File: src/xor_polygon_edge_and_fill_engine_assert.svh
// Assertion macros shared by the engine's modules.
`ifndef XOR_POLYGON_EDGE_AND_FILL_ENGINE_ASSERT_SVH
`define XOR_POLYGON_EDGE_AND_FILL_ENGINE_ASSERT_SVH
// The consequent holds in the same cycle as the antecedent.
`define XPEF_ASSERT_IMP(name, ante, cons) \
	name: assert property (@(posedge clk) disable iff (!arst_n) (ante) |-> (cons)) \
		else $error("%m: check failed");
// The consequent holds in the cycle after the antecedent.
`define XPEF_ASSERT_NXT(name, ante, cons) \
	name: assert property (@(posedge clk) disable iff (!arst_n) (ante) |=> (cons)) \
		else $error("%m: check failed");
`endif

File: src/xpef_pkg.sv
// Types and constants shared by the XOR edge and fill engine.
package xpef_pkg;
	localparam int unsigned BufferWidthDef  = 320;
	localparam int unsigned BufferHeightDef = 256;
	localparam int unsigned CoordW     = 11;
	localparam int unsigned YW         = 58;
	localparam int unsigned MW         = 34;
	localparam int unsigned DivNW      = 33;
	localparam int unsigned DivDW      = 25;
	localparam int unsigned MulKW      = 24;
	localparam int unsigned FracW      = 8;
	localparam int unsigned QueueDepth = 4;

	typedef enum logic [1:0] {
		OP_CLEAR    = 2'd0,
		OP_LINE     = 2'd1,
		OP_LINE_SUB = 2'd2,
		OP_FILL     = 2'd3
	} op_t;

	typedef enum logic [1:0] {
		CMD_NONE,
		CMD_CLEAR,
		CMD_LINE,
		CMD_FILL
	} cmd_kind_t;

	typedef struct packed {
		cmd_kind_t               kind;
		logic [CoordW-1:0]       x_lo;
		logic [CoordW-1:0]       x_hi;
		logic [CoordW-1:0]       y_lo;
		logic [CoordW-1:0]       y_hi;
		logic signed [YW-1:0]    y_acc;
		logic signed [MW-1:0]    slope;
		logic [7:0]              color;
		logic                    clip;
		logic                    column_start;
		logic                    hit;
	} cmd_t;
endpackage

File: src/xpef_queue.sv
// Short command queue between the front and back ends.
`include "xor_polygon_edge_and_fill_engine_assert.svh"
module xpef_queue (
	input  logic           clk,
	input  logic           arst_n,
	input  logic           push_valid,
	output logic           push_ready,
	input  xpef_pkg::cmd_t push_cmd,
	output logic           pop_valid,
	input  logic           pop_ready,
	output xpef_pkg::cmd_t pop_cmd
);
	import xpef_pkg::*;

	localparam int unsigned PtrW = $clog2(QueueDepth);
	localparam int unsigned CntW = $clog2(QueueDepth + 1);

	cmd_t            store_q [QueueDepth];
	logic [PtrW-1:0] wr_q;
	logic [PtrW-1:0] rd_q;
	logic [CntW-1:0] count_q;
	logic            push, pop;

	assign push_ready = count_q != CntW'(QueueDepth);
	assign pop_valid  = count_q != '0;
	assign push       = push_valid && push_ready;
	assign pop        = pop_valid && pop_ready;
	assign pop_cmd    = store_q[rd_q];

	always_ff @(posedge clk) begin
		if (push) begin
			store_q[wr_q] <= push_cmd;
		end
	end

	always_ff @(posedge clk or negedge arst_n) begin
		if (!arst_n) begin
			wr_q    <= '0;
			rd_q    <= '0;
			count_q <= '0;
		end else begin
			if (push) begin
				wr_q <= wr_q + 1'b1;
			end
			if (pop) begin
				rd_q <= rd_q + 1'b1;
			end
			if (push && !pop) begin
				count_q <= count_q + 1'b1;
			end else if (pop && !push) begin
				count_q <= count_q - 1'b1;
			end
		end
	end

	`XPEF_ASSERT_IMP(a_count_max, 1'b1, count_q <= CntW'(QueueDepth))
	`XPEF_ASSERT_NXT(a_count_up, push && !pop, count_q == $past(count_q) + 1'b1)
	`XPEF_ASSERT_NXT(a_count_down, pop && !push, count_q == $past(count_q) - 1'b1)
endmodule

File: config.mk
export PLATFORM = sky130hd
export DESIGN_NAME = xpef_queue
export DESIGN_NICKNAME = d
export VERILOG_FILES = /design/src/xpef_pkg.sv /design/src/xpef_queue.sv
export VERILOG_INCLUDE_DIRS = /design/src /design/src/src
export SDC_FILE = /design/constraint.sdc
export NUM_CORES = 1
export LEC_CHECK = 0
export BUFFER_PORTS_ARGS = -buffer_cell sky130_fd_sc_hd__buf_2
export CAP_MARGIN = 20
export CORE_ASPECT_RATIO = 0.9
export CORE_MARGIN = 4
export CORE_UTILIZATION = 45
export DETAILED_ROUTE_END_ITERATION = 16
export PLACE_DENSITY_LB_ADDON = 0.1
export SYNTH_ARGS = -nofsm -noshare
export SYNTH_HDL_FRONTEND = slang
export SYNTH_SLANG_ARGS = --single-unit
File: constraint.sdc
create_clock -name clk -period 8 [get_ports clk]
set_clock_uncertainty 0.05 [all_clocks]
set_input_delay 2 -clock clk [delete_from_list [all_inputs] [get_ports clk]]
set_output_delay 2 -clock clk [all_outputs]
set_load 0.02 [all_outputs]
==> Flow_metrics.wiki <==
{| class="wikitable"
! Metric !! Value
|-
| Outcome || completed
|-
| Post-route ant nets || 0
|-
| Worst EP arrival || 2.93 ns
|-
| Largest net degree at the start of global routing || 96
|-
| Achievable frequency || 0.201 GHz
|-
| CTS tree || built
|-
| Synthesized net count || 973
|-
| Post-Route Setup TNS || 0 ns
|-
| Final hold slack || 0.492 ns
|-
| Final critical-path required period || ~5 ns
|-
| Hold Fails Final Rpt || 0
|-
| Sequential share of power || between 40% and 50%
|-
| Final setup vio count || 0
|-
| Initial DRC Count || 540
|-
| CTS Buf Count || 59
|-
| Setup Buffers After CTS || 0
|-
| Starting utilization of the core area || a little under half
|-
| Final Cycle Share || 62.2%
|-
| Internal power || 7.02 mW
|-
| Critical path fanouts, max || between 90 and 100
|-
| Leakage power || 8.80 nW
|-
| Total of max-cap violations || 0
|-
| Floorplan die height || 217 um
|-
| Fraction of final layout cells sized beyond drive strength 1 || approximately 46%
|-
| Hold buffer count at cts || 0
|-
| Post-CTS sizing || 0
|-
| Count of cell types in the netlist || 18
|-
| Overall power of the completed layout || between 10 and 15 mW
|-
| Flop-to-flop setup slack || around 5.1 ns
|-
| Switching part of the total || 31.4%
|-
| Clock-pin slew on the worst setup and hold paths || ~0.060 ns
|-
| Avg Cell Area, Syn || approximately 27 um2
|-
| Hold path depth || 1
|-
| Number of nets in the layout || 1317
|-
| Worst slack after detailed placement || 3.44 ns
|-
| Number of DRC violations after detailed routing || 0
|-
| Number of standard cells after synthesis || 814
|-
| Worst reg-to-reg path cell count || 4
|-
| Rel. slew slack || a little over a third
|-
| Wire length per cell || 23.6 um
|-
| Kind of path behind the tightest hold check || reg -> reg
|-
| Maximum level of the CTS H-tree || 2
|-
| Worst Min Path Start || count_q[2]
|-
| Port-buffer cells || approximately 300
|-
| Initial antenna violation count || 8
|-
| Endpoint with the worst hold slack || count_q[2]
|-
| Clock tree root buffer cell || sky130_fd_sc_hd__clkbuf_16
|-
| Clock group share of total power || 26.6%
|-
| Via count of the first global-routing pass || 10300
|-
| DPL Wire Length || 25400 um
|-
| GPL Wtd Cong || 0.718
|-
| Non-Filler Cell Area, Final || 26000 um2
|-
| Fraction of power consumed by combinational cells || 30.4%
|-
| Wire length of the first global-routing pass || 64900 um
|-
| Reg-to-reg critical path startpoint || count_q[0]
|-
| Horizontal die dimension || 240 um
|-
| Transition time at the pin with the least slew margin || ~0.96 ns
|-
| Setup slack after layout || just over 3 ns
|-
| Via count of the routed design || 9529
|-
| Kind of launch point of the worst setup path || register
|-
| Area added between synthesis and finish || 18.9%
|-
| Critical Path End Type || output port
|-
| Setup Crit Path Kind || reg -> out
|-
| Placeable Area || just under 50000 um2
|-
| Reg2Reg Capture Point || store_q[3][27]
|-
| Detailed-routing iteration count for the pre-antenna-repair pass || 4
|-
| Clock Sink Count || 603
|-
| Peak supply drop || 0.200 mV
|-
| Power dissipated by switching net loads || 3.21 mW
|-
| Placed Instance Area || 24100 um2
|-
| Ports placed on the boundary || 304
|-
| Cell area after technology mapping || 21900 um2
|-
| Gr ovfl total || 0
|-
| Clock latency of the later-clocked register in the worst-skew pair || 0.59 ns
|-
| Required time of the critical path || 5.95 ns
|-
| Die footprint || 52200 um2
|-
| Total Routing Usage GR || 16.5%
|-
| Power per cell area || 393 nW/um2
|-
| Fin. max-slew vios || 0
|-
| Layout filler cell count || between 3000 and 4000
|-
| RSZ-0062 raised after global routing || no
|-
| Drt total wl || 43100 um
|-
| Sequential element share of the synthesized area || 82.6%
|-
| Yosys Warn Count || 0
|-
| Detailed-route vias per instance || 5.20
|-
| Row count || 76
|-
| CTS Buffer Depth || 3
|-
| FF+latch count, synth || 603
|}
## power by group through the flow
stage                     registers (mW)  logic, mW  clock network [mW]
after floorplan                     4.42       2.26                   0
after global placement              4.45       3.22                   0
after detailed placement            4.47       3.21                   0
after CTS                           4.41       3.22                2.81
after global routing                4.45       3.35                2.95
final                               4.40       3.11                2.72
## layout make-up
cell class | instances | area (um2) | share of cell area, %
sequential | 603 | 18100 | 69.5
multi-input combinational | 174 | 3590 | 13.8
timing repair buffer | 317 | 1650 | 6.33
clock buffer | 76 | 1580 | 6.08
tap | 624 | 781 | 3.00
clock inverter | 30 | 324 | 1.25
inverter | 3 | 11.3 | 0.0433
antenna | 4 | 10.0 | 0.0385
## worst max-delay path: stages, from the launching register on
cell and delay [ns]:
sky130_fd_sc_hd__dfrtp_4 1.01, sky130_fd_sc_hd__buf_12 0.51, sky130_fd_sc_hd__mux4_2 0.46, sky130_fd_sc_hd__buf_2 0.19
## synth_stat cells (all sizes together)
master / instances / area share [%]
dfrtp: 7 / 0.80
xor2: 2 / 0.080
mux2: 2 / 0.10
inv: 3 / 0.051
ha: 5 / 0.29
mux4: 149 / 15
edfxtp: 596 / 82
a21boi: 1 / 0.051
xnor2: 4 / 0.16
clkbuf: 6 / 0.10
fa: 1 / 0.091
nor2: 2 / 0.034
buf: 28 / 0.95
nand2: 2 / 0.034
or3: 1 / 0.029
and2: 4 / 0.11
nand3: 1 / 0.023
## metal layers
metal	global-route usage, %	routed length (um)	up-vias
met1	22.8	18400	4982
met4	4.37	826	8
li1	-	-	4233
met3	4.52	2700	72
met2	26.6	21200	234
met5	0	45	-
## kinds of logic after synthesis
family | after synthesis | share of synthesized area, %
DFF | 603 | 82.6
xor gates and xnor gates | 6 | 0.240
AOI/OAI and AO/OA | 1 | 0.0514
buffers and inverters | 37 | 1.11
adders and majority gates | 6 | 0.377
muxes | 151 | 15.4
and+or+nand+nor | 10 | 0.234
## per-stage QoR
stage	util (%)	instances
floorplan	-	814
global placement	50.2	1721
detailed placement	50.2	1721
CTS	54.2	1827
global route	54.2	1830
finish	54.2	1831
## placed cells by master, fill, tap and decap left out
cell type / instances
sky130_fd_sc_hd__edfxtp_1: 596
sky130_fd_sc_hd__buf_2: 303
sky130_fd_sc_hd__mux4_2: 149
sky130_fd_sc_hd__clkbuf_16: 61
sky130_fd_sc_hd__clkbuf_1: 15
sky130_fd_sc_hd__buf_4: 12
sky130_fd_sc_hd__clkinv_1: 10
sky130_fd_sc_hd__clkinv_2: 9
sky130_fd_sc_hd__bufinv_16: 7
sky130_fd_sc_hd__ha_1: 5
sky130_fd_sc_hd__dfrtp_1: 5
sky130_fd_sc_hd__diode_2: 4
sky130_fd_sc_hd__and2_4: 4
sky130_fd_sc_hd__xnor2_1: 4
sky130_fd_sc_hd__inv_1: 3
sky130_fd_sc_hd__clkinvlp_4: 3
sky130_fd_sc_hd__nor2_1: 2
sky130_fd_sc_hd__nand2_1: 2
sky130_fd_sc_hd__mux2_2: 2
sky130_fd_sc_hd__xor2_1: 2
sky130_fd_sc_hd__buf_12: 2
sky130_fd_sc_hd__dfrtp_4: 2
sky130_fd_sc_hd__a21boi_2: 1
sky130_fd_sc_hd__or3_1: 1
sky130_fd_sc_hd__nand3_1: 1
sky130_fd_sc_hd__fa_1: 1
sky130_fd_sc_hd__inv_6: 1
## worst max-delay path by stage
stage / start / cells after the start / endpoint
6_report: rd_q[1] / 3 / pop_cmd[45]
2_1_floorplan: push_valid / 2 / store_q[0][0]
5_1_grt: rd_q[0] / 3 / pop_cmd[36]
3_5_place_dp: push_valid / 4 / store_q[3][29]
4_1_cts: rd_q[1] / 3 / pop_cmd[36]
3_3_place_gp: push_valid / 4 / store_q[3][54]
## flip-flops by register name, indices dropped and copies added (netlist names)
name     count
count_q      3
rd_q         2
wr_q         2
store_q    596
Note: power is estimated with default switching activity, not from simulation.
