[src/xor_polygon_edge_and_fill_engine_assert.svh]
// Assertion macros shared by the engine's modules.
`ifndef XOR_POLYGON_EDGE_AND_FILL_ENGINE_ASSERT_SVH
`define XOR_POLYGON_EDGE_AND_FILL_ENGINE_ASSERT_SVH
// The consequent holds in the same cycle as the antecedent.
`define XPEF_ASSERT_IMP(name, ante, cons) \
	name: assert property (@(posedge clk) disable iff (!arst_n) (ante) |-> (cons)) \
		else $error("%m: check failed");
// The consequent holds in the cycle after the antecedent.
`define XPEF_ASSERT_NXT(name, ante, cons) \
	name: assert property (@(posedge clk) disable iff (!arst_n) (ante) |=> (cons)) \
		else $error("%m: check failed");
`endif

[src/xpef_pkg.sv]
// Types and constants shared by the XOR edge and fill engine.
package xpef_pkg;
	localparam int unsigned BufferWidthDef  = 320;
	localparam int unsigned BufferHeightDef = 256;
	localparam int unsigned CoordW     = 11;
	localparam int unsigned YW         = 58;
	localparam int unsigned MW         = 34;
	localparam int unsigned DivNW      = 33;
	localparam int unsigned DivDW      = 25;
	localparam int unsigned MulKW      = 24;
	localparam int unsigned FracW      = 8;
	localparam int unsigned QueueDepth = 4;

	typedef enum logic [1:0] {
		OP_CLEAR    = 2'd0,
		OP_LINE     = 2'd1,
		OP_LINE_SUB = 2'd2,
		OP_FILL     = 2'd3
	} op_t;

	typedef enum logic [1:0] {
		CMD_NONE,
		CMD_CLEAR,
		CMD_LINE,
		CMD_FILL
	} cmd_kind_t;

	typedef struct packed {
		cmd_kind_t               kind;
		logic [CoordW-1:0]       x_lo;
		logic [CoordW-1:0]       x_hi;
		logic [CoordW-1:0]       y_lo;
		logic [CoordW-1:0]       y_hi;
		logic signed [YW-1:0]    y_acc;
		logic signed [MW-1:0]    slope;
		logic [7:0]              color;
		logic                    clip;
		logic                    column_start;
		logic                    hit;
	} cmd_t;
endpackage

[src/xpef_item_if.sv]
// Input item channel of the engine.
interface xpef_item_if;
	logic               valid;
	logic               ready;
	logic [1:0]         op;
	logic signed [23:0] x_start;
	logic signed [23:0] y_start;
	logic signed [23:0] x_end;
	logic signed [23:0] y_end;
	logic [7:0]         color;
	logic               clip;
	logic               column_start;

	modport source (output valid, op, x_start, y_start, x_end, y_end, color, clip,
		column_start, input ready);
	modport sink (input valid, op, x_start, y_start, x_end, y_end, color, clip,
		column_start, output ready);
endinterface

[src/xpef_front.sv]
// Front end: accepts items, classifies them and prepares line setup.
module xpef_front #(
	parameter int unsigned BUFFER_WIDTH  = xpef_pkg::BufferWidthDef,
	parameter int unsigned BUFFER_HEIGHT = xpef_pkg::BufferHeightDef
) (
	input  logic           clk,
	input  logic           arst_n,
	xpef_item_if.sink      items,
	output logic           push_valid,
	input  logic           push_ready,
	output xpef_pkg::cmd_t push_cmd
);
	import xpef_pkg::*;

	typedef enum logic [2:0] {S_IDLE, S_DIV, S_SET, S_MUL, S_PUSH} state_t;

	localparam logic signed [24:0] WS = 25'(BUFFER_WIDTH);
	localparam logic signed [24:0] HS = 25'(BUFFER_HEIGHT);

	state_t               state_q;
	cmd_t                 cmd_q;
	logic [DivDW-1:0]     div_q;
	logic [DivDW-1:0]     rem_q;
	logic [DivNW-1:0]     quo_q;
	logic                 neg_q;
	logic [5:0]           cnt_q;
	logic signed [23:0]   c1_q;
	logic signed [23:0]   c2_q;
	logic [FracW-1:0]     frac_q;
	logic signed [YW-1:0] mcand_q;
	logic [MulKW-1:0]     mplier_q;
	logic                 pass_q;

	logic                 sub_n;
	logic signed [24:0]   xs25, ys25, xe25, ye25;
	logic signed [24:0]   xl, xh, yl, yh;
	logic                 clear_ok, fill_hit;
	logic signed [23:0]   ca, cb, x1, y1, x2, y2, c1, c2;
	logic                 swap;
	logic signed [24:0]   dx25, dy25;
	logic [DivDW-1:0]     dy_abs;
	logic signed [YW-1:0] y0_n;
	logic [DivDW:0]       trial;
	logic                 ge;
	logic signed [MW-1:0] m_n;
	logic signed [24:0]   xs_n, xe_n, c1_25, c2_25, k25;

	always_comb begin
		sub_n    = items.op == OP_LINE_SUB;
		xs25     = {items.x_start[23], items.x_start};
		ys25     = {items.y_start[23], items.y_start};
		xe25     = {items.x_end[23], items.x_end};
		ye25     = {items.y_end[23], items.y_end};
		xl       = xs25[24] ? 25'sd0 : xs25;
		yl       = ys25[24] ? 25'sd0 : ys25;
		xh       = (xe25 > WS) ? WS : xe25;
		yh       = (ye25 > HS) ? HS : ye25;
		clear_ok = (xl < xh) && (yl < yh);
		fill_hit = !xs25[24] && (xs25 < WS) && !ys25[24] && (ys25 < HS);
		ca       = sub_n ? (items.x_start >>> 8) : items.x_start;
		cb       = sub_n ? (items.x_end >>> 8) : items.x_end;
		swap     = cb < ca;
		x1       = swap ? items.x_end : items.x_start;
		y1       = swap ? items.y_end : items.y_start;
		x2       = swap ? items.x_start : items.x_end;
		y2       = swap ? items.y_start : items.y_end;
		c1       = swap ? cb : ca;
		c2       = swap ? ca : cb;
		dx25     = {x2[23], x2} - {x1[23], x1};
		dy25     = {y2[23], y2} - {y1[23], y1};
		dy_abs   = dy25[24] ? DivDW'(-dy25) : DivDW'(dy25);
		y0_n     = {{(YW-24){y1[23]}}, y1};
		if (!sub_n) begin
			y0_n = y0_n <<< 8;
		end
		trial = {rem_q, quo_q[DivNW-1]};
		ge    = trial >= {1'b0, div_q};
		m_n   = neg_q ? -$signed({1'b0, quo_q}) : $signed({1'b0, quo_q});
		c1_25 = {c1_q[23], c1_q};
		c2_25 = {c2_q[23], c2_q};
		xs_n  = c1_q[23] ? 25'sd0 : c1_25;
		xe_n  = (c2_25 > WS) ? WS : c2_25;
		k25   = xs_n - c1_25;
	end

	always_ff @(posedge clk or negedge arst_n) begin
		if (!arst_n) begin
			state_q  <= S_IDLE;
			cmd_q    <= '0;
			div_q    <= '0;
			rem_q    <= '0;
			quo_q    <= '0;
			neg_q    <= 1'b0;
			cnt_q    <= '0;
			c1_q     <= '0;
			c2_q     <= '0;
			frac_q   <= '0;
			mcand_q  <= '0;
			mplier_q <= '0;
			pass_q   <= 1'b0;
		end else begin
			case (state_q)
				S_IDLE: begin
					if (items.valid) begin
						cmd_q.color        <= items.color;
						cmd_q.clip         <= items.clip;
						cmd_q.column_start <= items.column_start;
						cmd_q.hit          <= fill_hit;
						cmd_q.slope        <= '0;
						cmd_q.y_acc        <= y0_n;
						case (items.op)
							OP_CLEAR: begin
								cmd_q.kind <= clear_ok ? CMD_CLEAR : CMD_NONE;
								cmd_q.x_lo <= xl[CoordW-1:0];
								cmd_q.x_hi <= xh[CoordW-1:0];
								cmd_q.y_lo <= yl[CoordW-1:0];
								cmd_q.y_hi <= yh[CoordW-1:0];
								state_q    <= S_PUSH;
							end
							OP_FILL: begin
								cmd_q.kind <= CMD_FILL;
								cmd_q.x_lo <= items.x_start[CoordW-1:0];
								cmd_q.y_lo <= items.y_start[CoordW-1:0];
								state_q    <= S_PUSH;
							end
							default: begin
								if (ca == cb) begin
									cmd_q.kind <= CMD_NONE;
									state_q    <= S_PUSH;
								end else begin
									cmd_q.kind <= CMD_LINE;
									div_q      <= DivDW'(dx25);
									rem_q      <= '0;
									quo_q      <= {dy_abs, 8'd0};
									neg_q      <= dy25[24];
									cnt_q      <= 6'(DivNW);
									c1_q       <= c1;
									c2_q       <= c2;
									frac_q     <= sub_n ? ~x1[7:0] : 8'd0;
									state_q    <= S_DIV;
								end
							end
						endcase
					end
				end
				S_DIV: begin
					rem_q <= ge ? DivDW'(trial - {1'b0, div_q}) : trial[DivDW-1:0];
					quo_q <= {quo_q[DivNW-2:0], ge};
					cnt_q <= cnt_q - 6'd1;
					if (cnt_q == 6'd1) begin
						state_q <= S_SET;
					end
				end
				S_SET: begin
					if (xs_n >= xe_n) begin
						cmd_q.kind <= CMD_NONE;
						state_q    <= S_PUSH;
					end else begin
						cmd_q.x_lo  <= xs_n[CoordW-1:0];
						cmd_q.x_hi  <= xe_n[CoordW-1:0];
						cmd_q.slope <= m_n;
						mcand_q     <= {{(YW-MW){m_n[MW-1]}}, m_n};
						mplier_q    <= k25[MulKW-1:0];
						cnt_q       <= 6'(MulKW);
						pass_q      <= 1'b0;
						state_q     <= S_MUL;
					end
				end
				S_MUL: begin
					if (mplier_q[0]) begin
						cmd_q.y_acc <= cmd_q.y_acc + mcand_q;
					end
					if (cnt_q == 6'd1 && !pass_q) begin
						mcand_q  <= {{(YW-MW){cmd_q.slope[MW-1]}}, cmd_q.slope >>> 8};
						mplier_q <= {{(MulKW-FracW){1'b0}}, frac_q};
						cnt_q    <= 6'(FracW);
						pass_q   <= 1'b1;
					end else begin
						mcand_q  <= mcand_q <<< 1;
						mplier_q <= mplier_q >> 1;
						cnt_q    <= cnt_q - 6'd1;
						if (cnt_q == 6'd1) begin
							state_q <= S_PUSH;
						end
					end
				end
				S_PUSH: begin
					if (push_ready) begin
						state_q <= S_IDLE;
					end
				end
				default: state_q <= S_IDLE;
			endcase
		end
	end

	assign items.ready = state_q == S_IDLE;
	assign push_valid  = state_q == S_PUSH;
	assign push_cmd    = cmd_q;
endmodule

[src/flat_wrapper.sv]
// flat-port wrapper written by rule: the top's interface ports become plain ports
module xpef_front_flat import xpef_pkg::*;
#(
	parameter int unsigned BUFFER_WIDTH  = xpef_pkg::BufferWidthDef,
	parameter int unsigned BUFFER_HEIGHT = xpef_pkg::BufferHeightDef
)
  (clk, arst_n, push_valid, push_ready, push_cmd, items_valid, items_op, items_x_start, items_y_start, items_x_end, items_y_end, items_color, items_clip, items_column_start, items_ready);
  xpef_item_if items_i ();
  input  logic clk;
  input  logic arst_n;
  output logic push_valid;
  input  logic push_ready;
  output xpef_pkg::cmd_t push_cmd;
  input wire logic [$bits(items_i.valid)-1:0] items_valid;
  input wire logic [$bits(items_i.op)-1:0] items_op;
  input wire logic [$bits(items_i.x_start)-1:0] items_x_start;
  input wire logic [$bits(items_i.y_start)-1:0] items_y_start;
  input wire logic [$bits(items_i.x_end)-1:0] items_x_end;
  input wire logic [$bits(items_i.y_end)-1:0] items_y_end;
  input wire logic [$bits(items_i.color)-1:0] items_color;
  input wire logic [$bits(items_i.clip)-1:0] items_clip;
  input wire logic [$bits(items_i.column_start)-1:0] items_column_start;
  output wire logic [$bits(items_i.ready)-1:0] items_ready;
  assign items_i.valid = items_valid;
  assign items_i.op = items_op;
  assign items_i.x_start = items_x_start;
  assign items_i.y_start = items_y_start;
  assign items_i.x_end = items_x_end;
  assign items_i.y_end = items_y_end;
  assign items_i.color = items_color;
  assign items_i.clip = items_clip;
  assign items_i.column_start = items_column_start;
  assign items_ready = items_i.ready;
  xpef_front #(.BUFFER_WIDTH(BUFFER_WIDTH), .BUFFER_HEIGHT(BUFFER_HEIGHT)) u_core (.clk(clk), .arst_n(arst_n), .items(items_i), .push_valid(push_valid), .push_ready(push_ready), .push_cmd(push_cmd));
endmodule
[config.mk]
export PLATFORM = sky130hd
export DESIGN_NAME = xpef_front_flat
export DESIGN_NICKNAME = d
export VERILOG_FILES = /design/src/xor_polygon_edge_and_fill_engine_assert.svh /design/src/xpef_pkg.sv /design/src/xpef_item_if.sv /design/src/xpef_front.sv /design/src/flat_wrapper.sv
export SDC_FILE = /design/constraint.sdc
export NUM_CORES = 2
export LEC_CHECK = 0
export BUFFER_PORTS_ARGS = -buffer_cell sky130_fd_sc_hd__buf_2
export CORE_ASPECT_RATIO = 2
export CORE_MARGIN = 10
export CORE_UTILIZATION = 60
export CTS_CLUSTER_DIAMETER = 200
export DETAILED_ROUTE_END_ITERATION = 8
export PLACE_DENSITY = 0.8
export REMOVE_ABC_BUFFERS = 1
export SYNTH_ARGS = -nofsm -noshare
export SYNTH_HDL_FRONTEND = slang
export SYNTH_SLANG_ARGS = --single-unit
[constraint.sdc]
create_clock -name clk -period 6.22 [get_ports clk]
set_input_delay 0 -clock clk [delete_from_list [all_inputs] [get_ports clk]]
set_output_delay 0 -clock clk [all_outputs]
set_load 0.005 [all_outputs]
==> metrics.md <==
| Metric | Value |
|---|---|
| Top_reg_cell synth | `dfrtp_1` |
| Worst slew pin tran | `1.34 ns` |
| Status | `finished with violations` |
| Post-layout min period | `slightly below 6 ns` |
| Root buffer cell | `clkbuf_16` |
| TritonRoute pass-1 iters | `6` |
| Layout area overhead | `12.6%` |
| Crit-path leading delay family | `compound AO/OA/AOI/OAI gates` |
| First-pass GRT wire length | `172,000 um` |
| Switching share of power | `0.473` |
| Final ANT Viol Nets | `0` |
| Core Rows | `between 100 and 150` |
| Worst VDD drop | `0.383 mV` |
| Synth unique cells | `98` |
| Int Pwr | `approximately 9100 uW` |
| Via density | `roughly 6.5` |
| Main combinational cell family by area after synthesis | `compound AO/OA/AOI/OAI gates` |
| Reg2Reg Setup Slack | `~0.59 ns` |
| Fin area | `33,800 um2` |
| Clk_lat worst skew | `0.58 ns` |
| Crit start category | `input port` |
| Unrepaired setup endpoints after global routing | `no` |
| Synthesized flop and latch total | `~380` |
| Dominant cells by area after synthesis | `dfrtp_1, ha_1, nand2_1` |
| Slew HR | `0.0861` |
| Core area | `between 40,000 and 50,000 um2` |
| Compound-Gate Fraction of Synth Area | `0.248` |
| Critical path arrival | `6.38 ns` |
| Hpwl dp | `between 80,000 and 90,000 um` |
| Final setup viols | `0` |
| CP Class | `input port to register` |
| Total grt overflow | `0` |
| Post-synthesis sequential area ratio | `0.317` |
| FFs w/ async S/R, synth | `1.00` |
| Reg power frac | `0.270` |
| CTS Buffer Depth | `3` |
| Max Fanout on Critical Path | `between 50 and 60` |
| FF-to-FF Start | `u_core.c2_q[0]$_DFFE_PN0P_` |
| Die ar. | `about 60,000 um2` |
| CP Launch Point | `items_op[0]` |
| Wire per inst | `approximately 24 um` |
| YS warnings | `0` |
| Initial Util | `0.604` |
| Combinational Power Share | `0.582` |
| Clock network fraction of design power | `0.148` |
| Avg Cell Area, Syn | `between 7 and 8 um2` |
| Initial antenna violation count | `8` |
| GR Util All Layers | `0.372` |
| GPL Wtd Cong | `1.06` |
| I/O Buffers | `roughly 260` |
| Reg2Reg Depth | `21` |
| Detailed Route Iter0 Violations | `roughly 2,700` |
| Critical path capture point type | `register` |
| Share of the synthesized area in the top cell type | `0.317` |
| Setup_tns | `0 ns` |
| DRC | `0` |
| Multiplexer share of the synthesized area | `0.0363` |
| Max-cap violations | `0` |
| Commonest cells in the netlist | `nand2_1, dfrtp_1, nor2_1` |
| Reg2reg end | `u_core.push_cmd[34]$_DFFE_PN0P_` |
| CP dominant cell by count | `a21oi_2` |
| Net Switching | `8220 uW` |
| Clk pin slew, worst setup/hold paths | `approximately 0.070 ns` |
| Crit-path max cell delay | `0.61 ns` |
| Synthesized area | `between 30,000 and 40,000 um2` |
| Static Leak | `0.0156 uW` |
| FMAX | `between 150 and 200 MHz` |
| Num CTS Buffers | `38` |
| WP depth | `25` |
| Failing checks | `hold timing` |
| Place WS | `roughly 0.30 ns` |
| PnR worst setup slack | `0.299 ns` |
| Cells after Synth | `about 3,800` |
| Simple-gate share of the synthesized area | `0.202` |
| H-tree depth | `2` |
| CP bufs+invs | `4` |
| Number of global-route vias before repair | `~30,000` |
| Share of layout cells above drive strength 1 | `0.119` |
| Count leader, synth | `nand2_1` |
| Hold Crit Class | `input port to async pin` |
| CTS tree | `built` |
| Fin crit share | `0.952` |
| DP Area | `approximately 32,000 um2` |
| CP max-delay cell | `a2111oi_2` |
| Yosys top cell by area | `dfrtp_1` |
| Minimum hold slack | `-0.0300 ns` |
| Power per cell area | `roughly 500 nW/um2` |
| Xor/xnor share of the synthesized area | `0.0545` |
| Die X | `178 um` |
| I/O pin cnt | `about 260` |
| Final wirelength | `between 100,000 and 150,000 um` |
| Die height | `337 um` |
| Sink Count | `381` |
| Post-synth EDFFs | `0` |
| Total number of vias | `between 30,000 and 40,000` |
| Slew Viols, Final | `0` |
| NumNets Final | `~4,300` |
| Clock Skew | `roughly 0.024 ns` |
| Hold Fails Final Rpt | `7` |
| Largest net degree at the start of global routing | `~170` |
| Adder and majority gate portion of the synthesized area | `0.0959` |
| Power Total | `between 15,000 and 20,000 uW` |
| WP data required | `between 6 and 7 ns` |
cell usage in the layout, fill, tap and decap left out, types with 23 or more instances in the layout:
master	n
a22o_1	23
dfrtp_1	381
a31oi_1	63
nand2_1	523
a21o_1	61
a22oi_1	34
buf_2	261
o21ai_0	356
mux2i_1	85
buf_4	56
xor2_1	86
a21oi_1	335
o22ai_1	23
nor3_1	47
dlygate4sd3_1	65
clkbuf_16	39
nand2b_1	58
nand4_1	34
nand3_1	65
nor4_1	24
nor2_1	368
o21a_1	36
nor2b_1	97
xnor2_1	101
inv_1	128
maj3_1	54
ha_1	183
per-stage QoR:
stage / hold slack [ns] / utilization / std cells
floorplan: -0.296 / - / 3569
global placement: 0.0274 / 0.639 / 4539
detailed placement: 0.0303 / 0.639 / 4539
CTS: 0.00861 / 0.680 / 4673
global route: 0.0347 / 0.680 / 4674
finish: -0.0300 / 0.680 / 4676
power by group through the flow:
stage | combinational (uW) | clock, uW | sequential [uW]
2_1_floorplan | 6920 | 0 | 4430
3_3_place_gp | 9620 | 0 | 4650
3_5_place_dp | 9830 | 0 | 4680
4_1_cts | 10000 | 2570 | 4650
5_1_grt | 11200 | 2660 | 4800
6_report | 10100 | 2560 | 4690
sequential cells by signal, indices dropped and copies added (netlist names):
signal,cells
u_core.push_cmd,149
u_core.mcand_q,58
u_core.quo_q,33
u_core.div_q,25
u_core.rem_q,25
u_core.c1_q,24
u_core.c2_q,24
u_core.mplier_q,24
u_core.frac_q,8
u_core.cnt_q,6
u_core.state_q,3
u_core.neg_q,1
u_core.pass_q,1
cell type report:
| cell class | instances | area (um2) |
|---|---|---|
| multi-input combinational | 3058 | 19200 |
| clock buffer | 50 | 1070 |
| fill | 4295 | 15900 |
| clock inverter | 19 | 284 |
| sequential | 381 | 9530 |
| inverter | 130 | 488 |
| timing repair buffer | 386 | 2450 |
| tap | 649 | 812 |
| antenna | 3 | 7.51 |
kinds of logic (layout without fill, tap and decap cells):
family,count (synthesis),count (layout)
DFF,381,381
AOI/OAI and AO/OA,1197,1197
buffers and inverters,360,585
and+or+nand+nor,1328,1328
other,0,3
xor gates and xnor gates,187,187
muxes,106,106
adders and majority gates,240,240
layer usage:
layer | GRT usage | up-vias | wire (um)
li1 | - | 13981 | -
met5 | 0 | - | 61
met2 | 0.658 | 1406 | 57900
met4 | 0.315 | 12 | 11100
met1 | 0.375 | 14499 | 38300
met3 | 0.0537 | 530 | 7080
worst max-delay path by stage:
stage                                   end
2_1_floorplan  u_core.quo_q[31]$_DFFE_PN0P_
5_1_grt        u_core.quo_q[26]$_DFFE_PN0P_
4_1_cts        u_core.quo_q[26]$_DFFE_PN0P_
3_5_place_dp   u_core.quo_q[26]$_DFFE_PN0P_
3_3_place_gp   u_core.quo_q[26]$_DFFE_PN0P_
6_report       u_core.quo_q[26]$_DFFE_PN0P_
what timing repair did:
item,4_1_cts,5_1_grt
setup buffers,0,0
gates resized for setup,0,1
setup endpoints to repair,0,7
hold endpoints to repair,136,0
hold buffers,65,0
Note: power is estimated with default switching activity, not from simulation.
